**config.mk**
```make
export PLATFORM = sky130hd
export DESIGN_NAME = url_query_pair_parser_top
export DESIGN_NICKNAME = d
export VERILOG_FILES = /design/src/hdl/uqp_pkg.sv /design/src/hdl/uqp_front.sv /design/src/hdl/uqp_queue.sv /design/src/hdl/uqp_back.sv /design/src/hdl/url_query_pair_parser_top.sv
export SDC_FILE = /design/constraint.sdc
export NUM_CORES = 1
export LEC_CHECK = 0
export BUFFER_PORTS_ARGS = -buffer_cell sky130_fd_sc_hd__buf_2
export CAP_MARGIN = 20
export CORE_ASPECT_RATIO = 1.2
export CORE_MARGIN = 5
export CORE_UTILIZATION = 60
export CTS_BUF_LIST = sky130_fd_sc_hd__clkbuf_8 sky130_fd_sc_hd__clkbuf_16
export DETAILED_ROUTE_END_ITERATION = 16
export GPL_ROUTABILITY_DRIVEN = 0
export PLACE_DENSITY = 0.76
export SYNTH_ARGS = -nofsm -noshare
export SYNTH_HDL_FRONTEND = slang
export SYNTH_SLANG_ARGS = --single-unit
```
**constraint.sdc**
```tcl
create_clock -name clock -period 10.31 [get_ports clock]
set_clock_uncertainty 0.1 [all_clocks]
set_input_delay 1.031 -clock clock [delete_from_list [all_inputs] [get_ports clock]]
set_output_delay 1.031 -clock clock [all_outputs]
set_load 0.01 [all_outputs]
```
**src/hdl/uqp_pkg.sv**
```systemverilog
// Shared types, constants and decode functions of the URL query pair parser.
package uqp_pkg;

   localparam int MAX_SEGMENT = 4079;
   localparam int COUNT_W = $clog2(MAX_SEGMENT + 1);
   localparam int SPACES_W = 12;
   localparam int MAX_RESULTS = 4;
   localparam int SLOT_W = $clog2(MAX_RESULTS);
   localparam int CNT_W = $clog2(MAX_RESULTS + 1);
   localparam int QUEUE_DEPTH = 4;
   localparam int QPTR_W = $clog2(QUEUE_DEPTH);
   localparam int QCNT_W = $clog2(QUEUE_DEPTH + 1);

   localparam int CSR_INDEX_W = 1;
   localparam int CSR_DATA_W = 8;
   localparam logic [CSR_INDEX_W-1:0] CSR_SEPARATOR = 1'b0;
   localparam logic [CSR_INDEX_W-1:0] CSR_SOURCE_TAG = 1'b1;
   localparam logic [7:0] SEPARATOR_RESET = 8'd38;
   localparam logic [1:0] SOURCE_TAG_RESET = 2'd0;

   localparam logic [1:0] KIND_NAME = 2'd0;
   localparam logic [1:0] KIND_VALUE = 2'd1;
   localparam logic [1:0] KIND_END = 2'd2;

   localparam logic [7:0] CHAR_PLUS = 8'h2B;
   localparam logic [7:0] CHAR_PERCENT = 8'h25;
   localparam logic [7:0] CHAR_EQUALS = 8'h3D;
   localparam logic [7:0] CHAR_SPACE = 8'h20;
   localparam logic [SPACES_W-1:0] SPACES_MAX = '1;

   typedef enum logic [2:0] {
      PH_BOUNDARY,
      PH_SKIP,
      PH_NAME,
      PH_VLEAD,
      PH_VBODY
   } phase_type;

   typedef enum logic [1:0] {
      HEX_IDLE,
      HEX_FIRST,
      HEX_SECOND
   } hex_phase_type;

   typedef struct packed {
      logic [7:0] raw_byte;
      logic       is_last_byte;
   } req_item_type;

   typedef struct packed {
      logic [1:0]          result_kind;
      logic [7:0]          data_byte;
      logic [SPACES_W-1:0] spaces_before;
      logic                pair_valid;
      logic [1:0]          origin_tag;
      logic                last_of_run;
   } rsp_item_type;

   typedef struct packed {
      phase_type           phase;
      hex_phase_type       hex;
      logic [7:0]          held_hex_char;
      logic [COUNT_W-1:0]  decoded_count;
      logic [SPACES_W-1:0] pending_spaces;
      logic                saw_equals;
      logic                field_killed;
      logic                swallow_separator;
   } parse_state_type;

   localparam parse_state_type PARSE_RESET = '0;

   typedef struct packed {
      logic [1:0]          kind;
      logic [7:0]          data;
      logic [SPACES_W-1:0] spaces;
      logic                valid;
   } slot_type;

   // All results that one input beat causes, oldest in slot 0.
   typedef struct packed {
      slot_type [MAX_RESULTS-1:0] res;
      logic [CNT_W-1:0]           cnt;
   } bundle_type;

   typedef struct packed {
      parse_state_type st;
      bundle_type      bnd;
   } work_type;

   function automatic logic is_ws(logic [7:0] b);
      return (b == CHAR_SPACE) || (b >= 8'h09 && b <= 8'h0D);
   endfunction

   function automatic logic [3:0] hex_val(logic [7:0] c);
      logic [3:0] v;
      v = 4'd0;
      if (c >= 8'h30 && c <= 8'h39) v = 4'(c - 8'h30);
      else if (c >= 8'h61 && c <= 8'h66) v = 4'(c - 8'h57);
      else if (c >= 8'h41 && c <= 8'h46) v = 4'(c - 8'h37);
      return v;
   endfunction

   function automatic work_type emit(work_type w, logic [1:0] kind, logic [7:0] d,
                                     logic [SPACES_W-1:0] spaces, logic valid);
      work_type r;
      r = w;
      if (r.bnd.cnt < CNT_W'(MAX_RESULTS)) begin
         r.bnd.res[r.bnd.cnt[SLOT_W-1:0]].kind = kind;
         r.bnd.res[r.bnd.cnt[SLOT_W-1:0]].data = d;
         r.bnd.res[r.bnd.cnt[SLOT_W-1:0]].spaces = spaces;
         r.bnd.res[r.bnd.cnt[SLOT_W-1:0]].valid = valid;
         r.bnd.cnt = r.bnd.cnt + CNT_W'(1);
      end
      return r;
   endfunction

   function automatic work_type end_segment(work_type w);
      work_type r;
      r = emit(w, KIND_END, 8'd0, '0, w.st.saw_equals);
      r.st.phase = PH_BOUNDARY;
      r.st.hex = HEX_IDLE;
      r.st.decoded_count = '0;
      r.st.pending_spaces = '0;
      r.st.saw_equals = 1'b0;
      r.st.field_killed = 1'b0;
      return r;
   endfunction

   function automatic work_type take_decoded(work_type w, logic [7:0] d);
      work_type r;
      r = w;
      if (r.st.phase == PH_NAME) begin
         if (!r.st.field_killed) begin
            if (d == 8'd0) begin
               r.st.field_killed = 1'b1;
            end else if (d == CHAR_EQUALS) begin
               r.st.saw_equals = 1'b1;
               r.st.phase = PH_VLEAD;
            end else begin
               r = emit(r, KIND_NAME, d, '0, 1'b0);
            end
         end
      end else if (!r.st.field_killed) begin
         if (d == 8'd0) begin
            r.st.field_killed = 1'b1;
         end else if (r.st.phase == PH_VLEAD && is_ws(d)) begin
            r.st.field_killed = r.st.field_killed;
         end else if (d == CHAR_SPACE) begin
            if (r.st.pending_spaces != SPACES_MAX)
               r.st.pending_spaces = r.st.pending_spaces + SPACES_W'(1);
         end else begin
            r.st.phase = PH_VBODY;
            r = emit(r, KIND_VALUE, d, r.st.pending_spaces, 1'b0);
            r.st.pending_spaces = '0;
         end
      end
      r.st.decoded_count = r.st.decoded_count + COUNT_W'(1);
      if (r.st.decoded_count >= COUNT_W'(MAX_SEGMENT)) begin
         r = end_segment(r);
         r.st.swallow_separator = 1'b1;
      end
      return r;
   endfunction

   function automatic work_type take_raw(work_type w, logic [7:0] b, logic last,
                                         logic [7:0] sep);
      work_type r;
      logic     done;
      r = w;
      done = 1'b0;
      if (r.st.phase == PH_BOUNDARY) begin
         if (r.st.swallow_separator) begin
            r.st.swallow_separator = 1'b0;
            if (b == sep) done = 1'b1;
         end
         if (!done) r.st.phase = PH_SKIP;
      end
      if (!done && r.st.phase == PH_SKIP) begin
         if (is_ws(b)) done = 1'b1;
         else r.st.phase = PH_NAME;
      end
      if (!done) begin
         if (b == CHAR_PLUS) r = take_decoded(r, CHAR_SPACE);
         else if (b == CHAR_PERCENT && !last) r.st.hex = HEX_FIRST;
         else if (b == sep) r = end_segment(r);
         else r = take_decoded(r, b);
      end
      return r;
   endfunction

   // Full effect of one raw byte: next parse state and the results it causes.
   function automatic work_type parse_step(parse_state_type s, logic [7:0] b, logic last,
                                           logic [7:0] sep);
      work_type w;
      w.st = s;
      w.bnd = '0;
      if (s.hex == HEX_SECOND) begin
         w.st.hex = HEX_IDLE;
         w = take_decoded(w, {hex_val(s.held_hex_char), hex_val(b)});
      end else if (s.hex == HEX_FIRST) begin
         if (!last) begin
            w.st.held_hex_char = b;
            w.st.hex = HEX_SECOND;
         end else begin
            // A percent with too few bytes after it stands for itself.
            w.st.hex = HEX_IDLE;
            if (sep == CHAR_PERCENT) w = end_segment(w);
            else w = take_decoded(w, CHAR_PERCENT);
            w = take_raw(w, b, 1'b1, sep);
         end
      end else begin
         w = take_raw(w, b, last, sep);
      end
      if (last) begin
         if (w.st.phase != PH_BOUNDARY) w = end_segment(w);
         w.st = PARSE_RESET;
      end
      return w;
   endfunction

endpackage

```
**src/hdl/uqp_front.sv**
```systemverilog
// Front end: accepts raw bytes, runs the decode state and bundles each byte's results.
module uqp_front (
   input  logic                  clock,
   input  logic                  reset,
   input  logic                  req_push,
   input  uqp_pkg::req_item_type req_item,
   output logic                  req_full,
   input  logic [7:0]            separator,
   input  logic                  q_full,
   output logic                  q_push,
   output uqp_pkg::bundle_type   q_bundle
);
   import uqp_pkg::*;

   parse_state_type state_ff;
   parse_state_type state_in;
   work_type        step;
   logic            accept;

   assign req_full = q_full;
   assign accept = req_push && !q_full;

   always_comb begin
      step = parse_step(state_ff, req_item.raw_byte, req_item.is_last_byte, separator);
      state_in = accept ? step.st : state_ff;
      q_bundle = step.bnd;
      // A beat that causes no result leaves nothing in the queue.
      q_push = accept && (step.bnd.cnt != '0);
   end

   always_ff @(posedge clock) begin
      if (reset) begin
         state_ff <= PARSE_RESET;
      end else begin
         state_ff <= state_in;
      end
   end

   a_count_below_limit: assert property (@(posedge clock) disable iff (reset)
      state_ff.decoded_count < COUNT_W'(MAX_SEGMENT))
      else $error("decoded count reached the segment limit without closing");

   a_last_clears_state: assert property (@(posedge clock) disable iff (reset)
      (accept && req_item.is_last_byte) |=> (state_ff == PARSE_RESET))
      else $error("parse state not cleared after the last byte");

endmodule

```
**src/hdl/uqp_queue.sv**
```systemverilog
// Short queue of result bundles between the front and back ends.
module uqp_queue (
   input  logic                clock,
   input  logic                reset,
   input  logic                push,
   input  uqp_pkg::bundle_type bundle_in,
   output logic                full,
   input  logic                pop,
   output uqp_pkg::bundle_type bundle_out,
   output logic                empty
);
   import uqp_pkg::*;

   bundle_type          mem [QUEUE_DEPTH];
   logic [QPTR_W-1:0]   wr_ptr_ff, wr_ptr_in;
   logic [QPTR_W-1:0]   rd_ptr_ff, rd_ptr_in;
   logic [QCNT_W-1:0]   count_ff, count_in;
   logic                do_push, do_pop;

   assign full = (count_ff == QCNT_W'(QUEUE_DEPTH));
   assign empty = (count_ff == '0);
   assign do_push = push && !full;
   assign do_pop = pop && !empty;
   assign bundle_out = mem[rd_ptr_ff];

   always_comb begin
      wr_ptr_in = wr_ptr_ff;
      rd_ptr_in = rd_ptr_ff;
      count_in = count_ff;
      if (do_push)
         wr_ptr_in = (wr_ptr_ff == QPTR_W'(QUEUE_DEPTH - 1)) ? '0 : wr_ptr_ff + QPTR_W'(1);
      if (do_pop)
         rd_ptr_in = (rd_ptr_ff == QPTR_W'(QUEUE_DEPTH - 1)) ? '0 : rd_ptr_ff + QPTR_W'(1);
      if (do_push && !do_pop) count_in = count_ff + QCNT_W'(1);
      else if (do_pop && !do_push) count_in = count_ff - QCNT_W'(1);
   end

   always_ff @(posedge clock) begin
      if (do_push) mem[wr_ptr_ff] <= bundle_in;
   end

   always_ff @(posedge clock) begin
      if (reset) begin
         wr_ptr_ff <= '0;
         rd_ptr_ff <= '0;
         count_ff <= '0;
      end else begin
         wr_ptr_ff <= wr_ptr_in;
         rd_ptr_ff <= rd_ptr_in;
         count_ff <= count_in;
      end
   end

   a_no_push_when_full: assert property (@(posedge clock) disable iff (reset)
      push |-> !full)
      else $error("bundle pushed into a full queue");

   a_pointer_spacing: assert property (@(posedge clock) disable iff (reset)
      (count_ff != '0 && count_ff != QCNT_W'(QUEUE_DEPTH)) |-> (wr_ptr_ff != rd_ptr_ff))
      else $error("queue pointers disagree with the fill count");

endmodule

```
**src/hdl/uqp_back.sv**
```systemverilog
// Back end: hands out the results of the oldest bundle one beat at a time.
module uqp_back (
   input  logic                  clock,
   input  logic                  reset,
   input  uqp_pkg::bundle_type   head,
   input  logic                  q_empty,
   output logic                  q_pop,
   input  logic [1:0]            source_tag,
   output logic                  rsp_empty,
   input  logic                  rsp_pop,
   output uqp_pkg::rsp_item_type rsp_item
);
   import uqp_pkg::*;

   logic [SLOT_W-1:0] index_ff, index_in;
   logic              at_last;
   slot_type          slot;

   assign slot = head.res[index_ff];
   assign at_last = ((CNT_W'(index_ff) + CNT_W'(1)) == head.cnt);
   assign rsp_empty = q_empty;

   always_comb begin
      rsp_item.result_kind = slot.kind;
      rsp_item.data_byte = slot.data;
      rsp_item.spaces_before = slot.spaces;
      rsp_item.pair_valid = slot.valid;
      rsp_item.origin_tag = source_tag;
      rsp_item.last_of_run = at_last;

      q_pop = 1'b0;
      index_in = index_ff;
      if (rsp_pop && !q_empty) begin
         if (at_last) begin
            q_pop = 1'b1;
            index_in = '0;
         end else begin
            index_in = index_ff + SLOT_W'(1);
         end
      end
   end

   always_ff @(posedge clock) begin
      if (reset) begin
         index_ff <= '0;
      end else begin
         index_ff <= index_in;
      end
   end

   a_index_in_bundle: assert property (@(posedge clock) disable iff (reset)
      !q_empty |-> (CNT_W'(index_ff) < head.cnt))
      else $error("result index points past the end of its bundle");

endmodule

```
**src/hdl/url_query_pair_parser_top.sv**
```systemverilog
// Top level of the URL query pair parser: control registers and the front, queue and back ends.
//
//  Channel | Ports                              | Moves
//  --------+------------------------------------+-----------------------------------
//  req     | req_push, req_full, req_item       | one raw byte and last flag per beat
//  rsp     | rsp_pop, rsp_empty, rsp_item       | one decoded result per beat
//  csr     | csr_we, csr_index, csr_wdata       | one register write per cycle
//
// A byte is accepted in any cycle the bundle queue has room; a byte causes zero to four
// results, which enter the bundle queue together and reach the rsp ports from its head.
// The rsp side moves one result per cycle while rsp_pop is high, so a byte with k results holds
// the output until all k are popped; the four-entry bundle queue absorbs that while req runs on.
// Synchronous reset clears the parse state, the queue and sets separator '&' and tag 0.
// There is no clearing pass after reset.
module url_query_pair_parser_top (
   input  logic                                 clock,
   input  logic                                 reset,
   input  logic                                 req_push,
   input  uqp_pkg::req_item_type                req_item,
   output logic                                 req_full,
   output logic                                 rsp_empty,
   input  logic                                 rsp_pop,
   output uqp_pkg::rsp_item_type                rsp_item,
   input  logic                                 csr_we,
   input  logic [uqp_pkg::CSR_INDEX_W-1:0]      csr_index,
   input  logic [uqp_pkg::CSR_DATA_W-1:0]       csr_wdata
);
   import uqp_pkg::*;

   logic [7:0] separator_ff, separator_in;
   logic [1:0] source_tag_ff, source_tag_in;
   logic       q_push, q_full, q_pop, q_empty;
   bundle_type q_bundle_in, q_head;

   always_comb begin
      separator_in = separator_ff;
      source_tag_in = source_tag_ff;
      if (csr_we) begin
         unique case (csr_index)
            CSR_SEPARATOR:  separator_in = csr_wdata[7:0];
            CSR_SOURCE_TAG: source_tag_in = csr_wdata[1:0];
            default:        separator_in = separator_ff;
         endcase
      end
   end

   always_ff @(posedge clock) begin
      if (reset) begin
         separator_ff <= SEPARATOR_RESET;
         source_tag_ff <= SOURCE_TAG_RESET;
      end else begin
         separator_ff <= separator_in;
         source_tag_ff <= source_tag_in;
      end
   end

   uqp_front u_front (
      .clock     (clock),
      .reset     (reset),
      .req_push  (req_push),
      .req_item  (req_item),
      .req_full  (req_full),
      .separator (separator_ff),
      .q_full    (q_full),
      .q_push    (q_push),
      .q_bundle  (q_bundle_in)
   );

   uqp_queue u_queue (
      .clock      (clock),
      .reset      (reset),
      .push       (q_push),
      .bundle_in  (q_bundle_in),
      .full       (q_full),
      .pop        (q_pop),
      .bundle_out (q_head),
      .empty      (q_empty)
   );

   uqp_back u_back (
      .clock      (clock),
      .reset      (reset),
      .head       (q_head),
      .q_empty    (q_empty),
      .q_pop      (q_pop),
      .source_tag (source_tag_ff),
      .rsp_empty  (rsp_empty),
      .rsp_pop    (rsp_pop),
      .rsp_item   (rsp_item)
   );

endmodule
```
# Word-level counts from Yosys, hierarchy flattened
# Memory sizes are Yosys's and may differ from the RTL's. A register that Yosys moved wholly into a read port is not among the register bits.
# Index checks and enable logic that the tools add are counted.
# classes
magnitude_cmp	47
add_sub_neg	28
eq_ne	24
n_reduce_logical	48
mux	304
bitwise	1
# op_table
cell	n
135-bit 2-to-1 mux	56
92-bit bitwise mux	43
95-bit 2-to-1 mux	17
23-bit demux with 2-bit select	32
110-bit 2-to-1 mux	4
38-bit 2-to-1 mux	9
97-bit 2-to-1 mux	3
25-bit 2-to-1 mux	9
23-bit 2-to-1 mux	9
21-bit 2-to-1 mux	8
13-bit 2-to-1 mux	10
130-bit 2-to-1 mux	1
122-bit 2-to-1 mux	1
12-bit by 1-bit adder with 12-bit output (second input constant)	8
24-bit 2-to-1 mux	4
3-bit 2-to-1 mux	25
12-bit greater-or-equal comparator (second input constant)	6
12-bit 2-to-1 mux	5
8-bit by 6-bit equality test with 1-bit output (second input constant)	7
1-bit 2-to-1 mux	52
23-bit binary-select mux with 2-bit select	1
8-bit by 7-bit greater-or-equal comparator with 1-bit output (second input constant)	4
8-bit by 7-bit less-or-equal comparator with 1-bit output (second input constant)	4
4-bit 2-to-1 mux	8
other kinds (32)	126
# totals
regBits	59
elab_cells	467
output_inout_bits	28
in_bits	23
mem_count	1
ramBits	380
# memory_table
memory	words	word_bits	read_ports	rd_clocked_by_memory_dff	wr	line_no	rtl
u_queue.mem	4	95	1	1	1	uqp_queue.sv:14	bundle_type mem [QUEUE_DEPTH];

# Longest topological paths before layout
# depth
depth_word	82
depth_mapped	33
ltp_nobuf	31

# Hierarchy
# A second synthesis with hierarchy kept.
# hier_totals
hier_cells	1829
area_unflattened_um2	23341.1
# by_module_without_submodules
module	area_per_inst_um2	cells_per_inst	n_inst	seq_area_each_um2
uqp_queue	14222.4	547	1	11591.1
uqp_front	7887.6	1187	1	800.8
uqp_back	779.5	50	1	40.0
url_query_pair_parser_top	451.7	45	1	200.2

# Worst setup path after synthesis
# No wires, ideal clock.
# synth_path
path_kind	input to register
startpoint	in req_item[2] (netlist name)
endpoint	mem u_queue.mem[3][0] (netlist name) (enable)
path_buffers	2
path_slack_ns	1.840
t_arrival_ns	7.906
stages	25
t_required_ns	9.746
setup_ns	0.464
path_cell_list	clkbuf_1 > inv_1 > ha_1 > or4b_1 > o211ai_1 > nand2_1 > clkbuf_1 > a31oi_1 > mux2i_1 > nand2_1 > inv_1 > ha_1 > inv_1 > a221oi_1 > a21oi_1 > a311oi_1 > nand2_1 > nor4_1 > nor3_1 > inv_1 > ha_1 > o31ai_1 > mux2i_4 > a21oi_1 > and2_1
# synth_between
elab_chain_cells	48
word_cells_on_any_way	203
classes_between	add/sub: 12; order compare: 19; eq/ne: 13; mux: 138; reduce/logical: 21
# synth_lines
item	line_no	rtl
start: declaration	url_query_pair_parser_top.sv:19	input uqp_pkg::req_item_type req_item,
8-bit equality test	uqp_pkg.sv:174, uqp_pkg.sv:185	
1-bit 2-to-1 mux	uqp_pkg.sv:174	if (b == sep) done = 1'b1;
1-bit 2-to-1 mux	uqp_pkg.sv:172	if (r.st.swallow_separator) begin
1-bit 2-to-1 mux	uqp_pkg.sv:171	if (r.st.phase == PH_BOUNDARY) begin
1-bit 2-to-1 mux	uqp_pkg.sv:201	if (!last) begin
1-bit 2-to-1 mux	uqp_pkg.sv:200	end else if (s.hex == HEX_FIRST) begin
1-bit 2-to-1 mux	uqp_pkg.sv:197	if (s.hex == HEX_SECOND) begin
3-bit 2-to-1 mux	uqp_pkg.sv:176	if (!done) r.st.phase = PH_SKIP;
[... 33 more ...]	--	
95-bit 2-to-1 mux	uqp_pkg.sv:215	if (w.st.phase != PH_BOUNDARY) w = end_segment(w);
135-bit 2-to-1 mux (*)	uqp_pkg.sv:214	if (last) begin
3-bit nonzero test (*)	uqp_front.sv:28	q_push = accept && (step.bnd.cnt != '0);
1-bit logical AND (*)	uqp_front.sv:28	
1-bit logical AND (*)	uqp_queue.sv:22	assign do_push = push && !full;
via u_queue.do_push	uqp_queue.sv:18	logic do_push, do_pop;
1-bit 2-to-1 mux (*)	uqp_queue.sv:39	if (do_push) mem[wr_ptr_ff] <= bundle_in;
1-bit 2-to-1 mux (not written as such) (*)	uqp_queue.sv:39	
end: declaration	uqp_queue.sv:14	
# The timed path passes the listed nets; every way through them passes the cells marked *. The select of a mux whose other input is x is not followed.

# Worst setup path in the final report
# layout_path
startpoint	reg u_front.state_ff[15] (netlist name)
endpoint	mem u_queue.mem[1][36] (netlist name) (enable)
# layout_between
elab_chain_cells	59
word_cells_on_any_way	146
classes_between	add/sub: 10; order compare: 10; eq/ne: 3; mux: 115; reduce/logical: 8
# layout_lines
item	line_no	rtl
start: declaration	uqp_front.sv:15	parse_state_type state_ff;
start signal: assignment	uqp_front.sv:35	state_ff <= state_in;
135-bit 2-to-1 mux	uqp_pkg.sv:143	end else if (!r.st.field_killed) begin
135-bit 2-to-1 mux	uqp_pkg.sv:132	if (r.st.phase == PH_NAME) begin
135-bit 2-to-1 mux	uqp_pkg.sv:207	if (sep == CHAR_PERCENT) w = end_segment(w);
135-bit 2-to-1 mux	uqp_pkg.sv:201	
135-bit 2-to-1 mux	uqp_pkg.sv:200	
135-bit 2-to-1 mux	uqp_pkg.sv:197	
12-bit by 1-bit adder with 12-bit output	uqp_pkg.sv:157	r.st.decoded_count = r.st.decoded_count + COUNT_W'(1);
12-bit greater-or-equal comparator	uqp_pkg.sv:158	if (r.st.decoded_count >= COUNT_W'(MAX_SEGMENT)) begin
[... 44 more ...]	--	
95-bit 2-to-1 mux	uqp_pkg.sv:215	
135-bit 2-to-1 mux (*)	uqp_pkg.sv:214	
3-bit nonzero test (*)	uqp_front.sv:28	
1-bit logical AND (*)	uqp_front.sv:28	
1-bit logical AND (*)	uqp_queue.sv:22	
via u_queue.do_push	uqp_queue.sv:18	
1-bit 2-to-1 mux (*)	uqp_queue.sv:39	
1-bit 2-to-1 mux (not written as such) (*)	uqp_queue.sv:39	
# Marks and branches as above.

==> results.yml <==
status:
  outcome: "finished clean"
route:
  dr.pass1.iters: 6
  ant_nets: 0
  dr.first_iter.drc_count: 1954
  drc: 0
  routed_via_density: 6.543
  wl_per_cell_um: 23.91
  wirelength_mm: 56.21
  num_vias: 15380
global_routing:
  grt_max_degree: 96
  grt_usage_pct: 28.26
  grt_overflow: 0
  antenna_found_initial: 0
  grt_pass1_wl_mm: 88.05
  grt_pass1_vias: 15310
sta:
  finalWorstSetupSlack_ns: 1.765
  setup_viol: 0
  min_period_ns: 8.545
  rsz0062_at_grt: "no"
  max_slew_margin_pct: 29.93
  final.setup.tns_ns: 0
  fmax_mhz: 117.0
  final_max_slew_viol_count: 0
  fin_crit_sh_pct: 82.88
  hold_viol: 0
  worstMarginPinSlew_ns: 1.043
power:
  leakage_nw: 8.494
  p_sw_mw: 1.194
  combPwrFrac_pct: 18.0
  power.share.sequential_pct: 48.4
  vdd_drop_max_uv: 139.2
  p_int_mw: 3.381
  clockPowerShare_pct: 33.6
  p_per_area_mw_per_mm2: 186.7
  p_sw_share_pct: 26.10
setup_path:
  crit_type: "reg2reg"
  r2r_slack_ns: 1.76
  crit_family: "simple AND/OR/NAND/NOR gates"
  worstPathMaxFanout: 57
  crit_top_cell: "ha_1"
  path_buf_inv: 4
  crit_chain: "ha_1, a21bo_2, nor4_1, a311oi_1, or3_1, nor2_2, buf_4, ha_1, nor2_1, inv_1, ha_1, a21boi_0, a311oi_2, o31ai_1, a31oi_1, nor2b_1, nor3_1, inv_1, ha_1, o31ai_1, mux2i_4, a21oi_1, and2_4, buf_4"
  regToRegStartpoint: "u_front.state_ff[15]"
  crit_slowest_cell: "and2_4"
  r2r_end: "u_queue.mem[1][36]"
  max_stage_delay_ns: 0.78
  cp-end-kind: "flip-flop"
  reg2reg_depth: 24
  startpoint_type: "flip-flop"
  required_ns: 10.42
  arrival_ns: 8.66
synth:
  synth_area_per_cell_um2: 12.95
  synth.area.top_cells: "edfxtp_1, mux4_2, dfxtp_1, ha_1, nor2_1"
  synth_ff_type: "edfxtp_1"
  yosysSeqAreaShare_pct: 57.49
  synth.top_cell.area_share_pct: 51.93
  postSynthCellCount: 1697
  async_flop_share_pct: 0
  synth_cell_type_count: 96
  ys_warn_count: 0
  synth_area_leader_cell: "edfxtp_1"
  synth-edff-count: 380
  synth-seq-cells: 441
  synth_area_mm2: 0.02197
cts:
  insertion_delay_ns: 0.55
  cts-buffers-inserted: 43
  cts_setup_buffers: 0
  cts_htree_levels: 2
  clock-root-buffer: "clkbuf_16"
  clockBufferDepth: 3
  clkTransAtPathRegs_ns: 0.06
  clock_sinks: 441
  tritoncts: "built"
  ctsHoldBuffers: 0
  cts_resized: 0
die:
  dieWidth_um: 184.7
  start_util_pct: 60.97
  core_mm2: 0.03604
  io_pins: 51
  die_area_mm2: 0.04057
  fp.dieH_um: 219.6
  rows: 76
finish:
  fillers: 2466
  diodes: 0
  area_delta_synth_final_pct: 11.50
  multi_input_area_mm2: 0.009248
  finalNetCount: 1924
  regArea_mm2: 0.01264
  drive_gt1_share_pct: 15.67
  final_common_cell: "edfxtp_1"
  final_cell_mix: "edfxtp_1, nor2_1, conb_1, nand2_1, mux4_2"
worst_hold_path:
  hp-start: "source_tag_ff[1]"
  hold_end: "source_tag_ff[1]"
  hold_depth: 2
  holdCritPathClass: "reg2reg"
placed_design:
  dp_slack_ns: 1.803
  numPortBuffers: 50
  dp_hpwl_mm: 36.03
flow_run:
  maxCapViolCount: 0
==> metrics by stage <==
stage                     hold slack [ns]  cell area (um2)  power, mW  instances  util (%)
final                              0.3707            24500      4.575       2351     67.98
after global routing               0.3888            24500      4.775       2351     67.98
after CTS                          0.3702            24490      4.612       2350     67.96
after detailed placement           0.3580            23120      3.068       2273     64.15
after global placement             0.3417            23120      3.036       2273     64.15
after floorplan                    0.3449            22510      2.803       1840         -
==> how the worst max path moves through the flow <==
stage	depth (start not counted)	slack (ns)	to	start
after floorplan	25	1.84	u_queue.mem[3][0]	req_item[2]
after global placement	25	2.01	u_queue.mem[1][33]	req_item[1]
after detailed placement	25	1.80	u_queue.mem[1][55]	req_item[1]
after CTS	24	1.84	u_queue.mem[1][33]	u_front.state_ff[15]
after global routing	24	1.27	u_queue.mem[1][10]	u_front.state_ff[15]
final	24	1.76	u_queue.mem[1][36]	u_front.state_ff[15]
==> routing by layer <==
layer / wire length, um / up-vias / global-route usage (%)
met3: 4583 / 221 / 4.705
li1: - / 6790 / -
met4: 2608 / 0 / 10.87
met2: 28690 / 907 / 49.46
met5: 0 / - / 0
met1: 20320 / 7464 / 35.48
==> cell usage after synthesis (all sizes together), types with 7 or more instances <==
cell and number:
nand3 53, a32oi 14, mux2i 11, o32ai 7, a31oi 17, o211ai 11
a21o 8, a21oi 109, buf 33, a22oi 9, nor3b 7, clkbuf 75
nor3 36, nor2 155, a211oi 11, dfxtp 61, or4 11, nor2b 9
a21boi 7, inv 52, and3 12, nor4 23, nand2 118, or3 16
nand2b 14, nand4 13, xnor2 9, or2 10, o31ai 12, edfxtp 380
mux4 118, ha 49, o21ai 82, xor2 14, and2 28, a311oi 8
o22ai 7
==> worst reg2reg max path: stages (launching register included) <==
cell and delay, ns:
dfxtp_1 0.50, ha_1 0.52, a21bo_2 0.31, nor4_1 0.26, a311oi_1 0.09, or3_1 0.55
nor2_2 0.16, buf_4 0.31, ha_1 0.32, nor2_1 0.44, inv_1 0.20, ha_1 0.39
a21boi_0 0.24, a311oi_2 0.59, o31ai_1 0.15, a31oi_1 0.21, nor2b_1 0.10, nor3_1 0.44
inv_1 0.13, ha_1 0.32, o31ai_1 0.12, mux2i_4 0.15, a21oi_1 0.38, and2_4 0.78
buf_4 0.46
==> registers in the layout, indices dropped and copies added, names as in the netlist, named ones only <==
name,count
u_queue.mem,380
u_front.state_ff,40
separator_ff,8
u_queue.count_ff,3
source_tag_ff,2
u_back.index_ff,2
u_queue.rd_ptr_ff,2
u_queue.wr_ptr_ff,2
==> final cells by class <==
cell class | count | area share [%]
sequential | 441 | 51.59
multi-input combinational | 1238 | 37.74
clock buffer | 43 | 4.392
tap | 468 | 2.390
timing repair buffer | 74 | 1.859
clock inverter | 34 | 1.210
inverter | 53 | 0.8120
==> power by group through the flow <==
stage	combinational (mW)	sequential (mW)	clock (mW)
after global placement	0.807	2.23	0
after detailed placement	0.825	2.24	0
after global routing	0.892	2.23	1.66
final	0.825	2.21	1.54
after CTS	0.834	2.21	1.56
after floorplan	0.583	2.22	0
==> cells by family (layout without fill, tap and decap cells) <==
logic type                 after synthesis  count (layout)  synth area share [%]
and+or+nand+nor                        525             525                 12.01
DFF                                    441             441                 57.49
AOI/OAI and AO/OA                      366             366                 11.07
buffers and inverters                  161             204                 2.915
muxes                                  130             130                 12.70
adders and majority gates               50              50                 2.881
xor gates and xnor gates                23              23                0.9168
other                                    1             144               0.01707
Power figures use the tool's default switching activity.
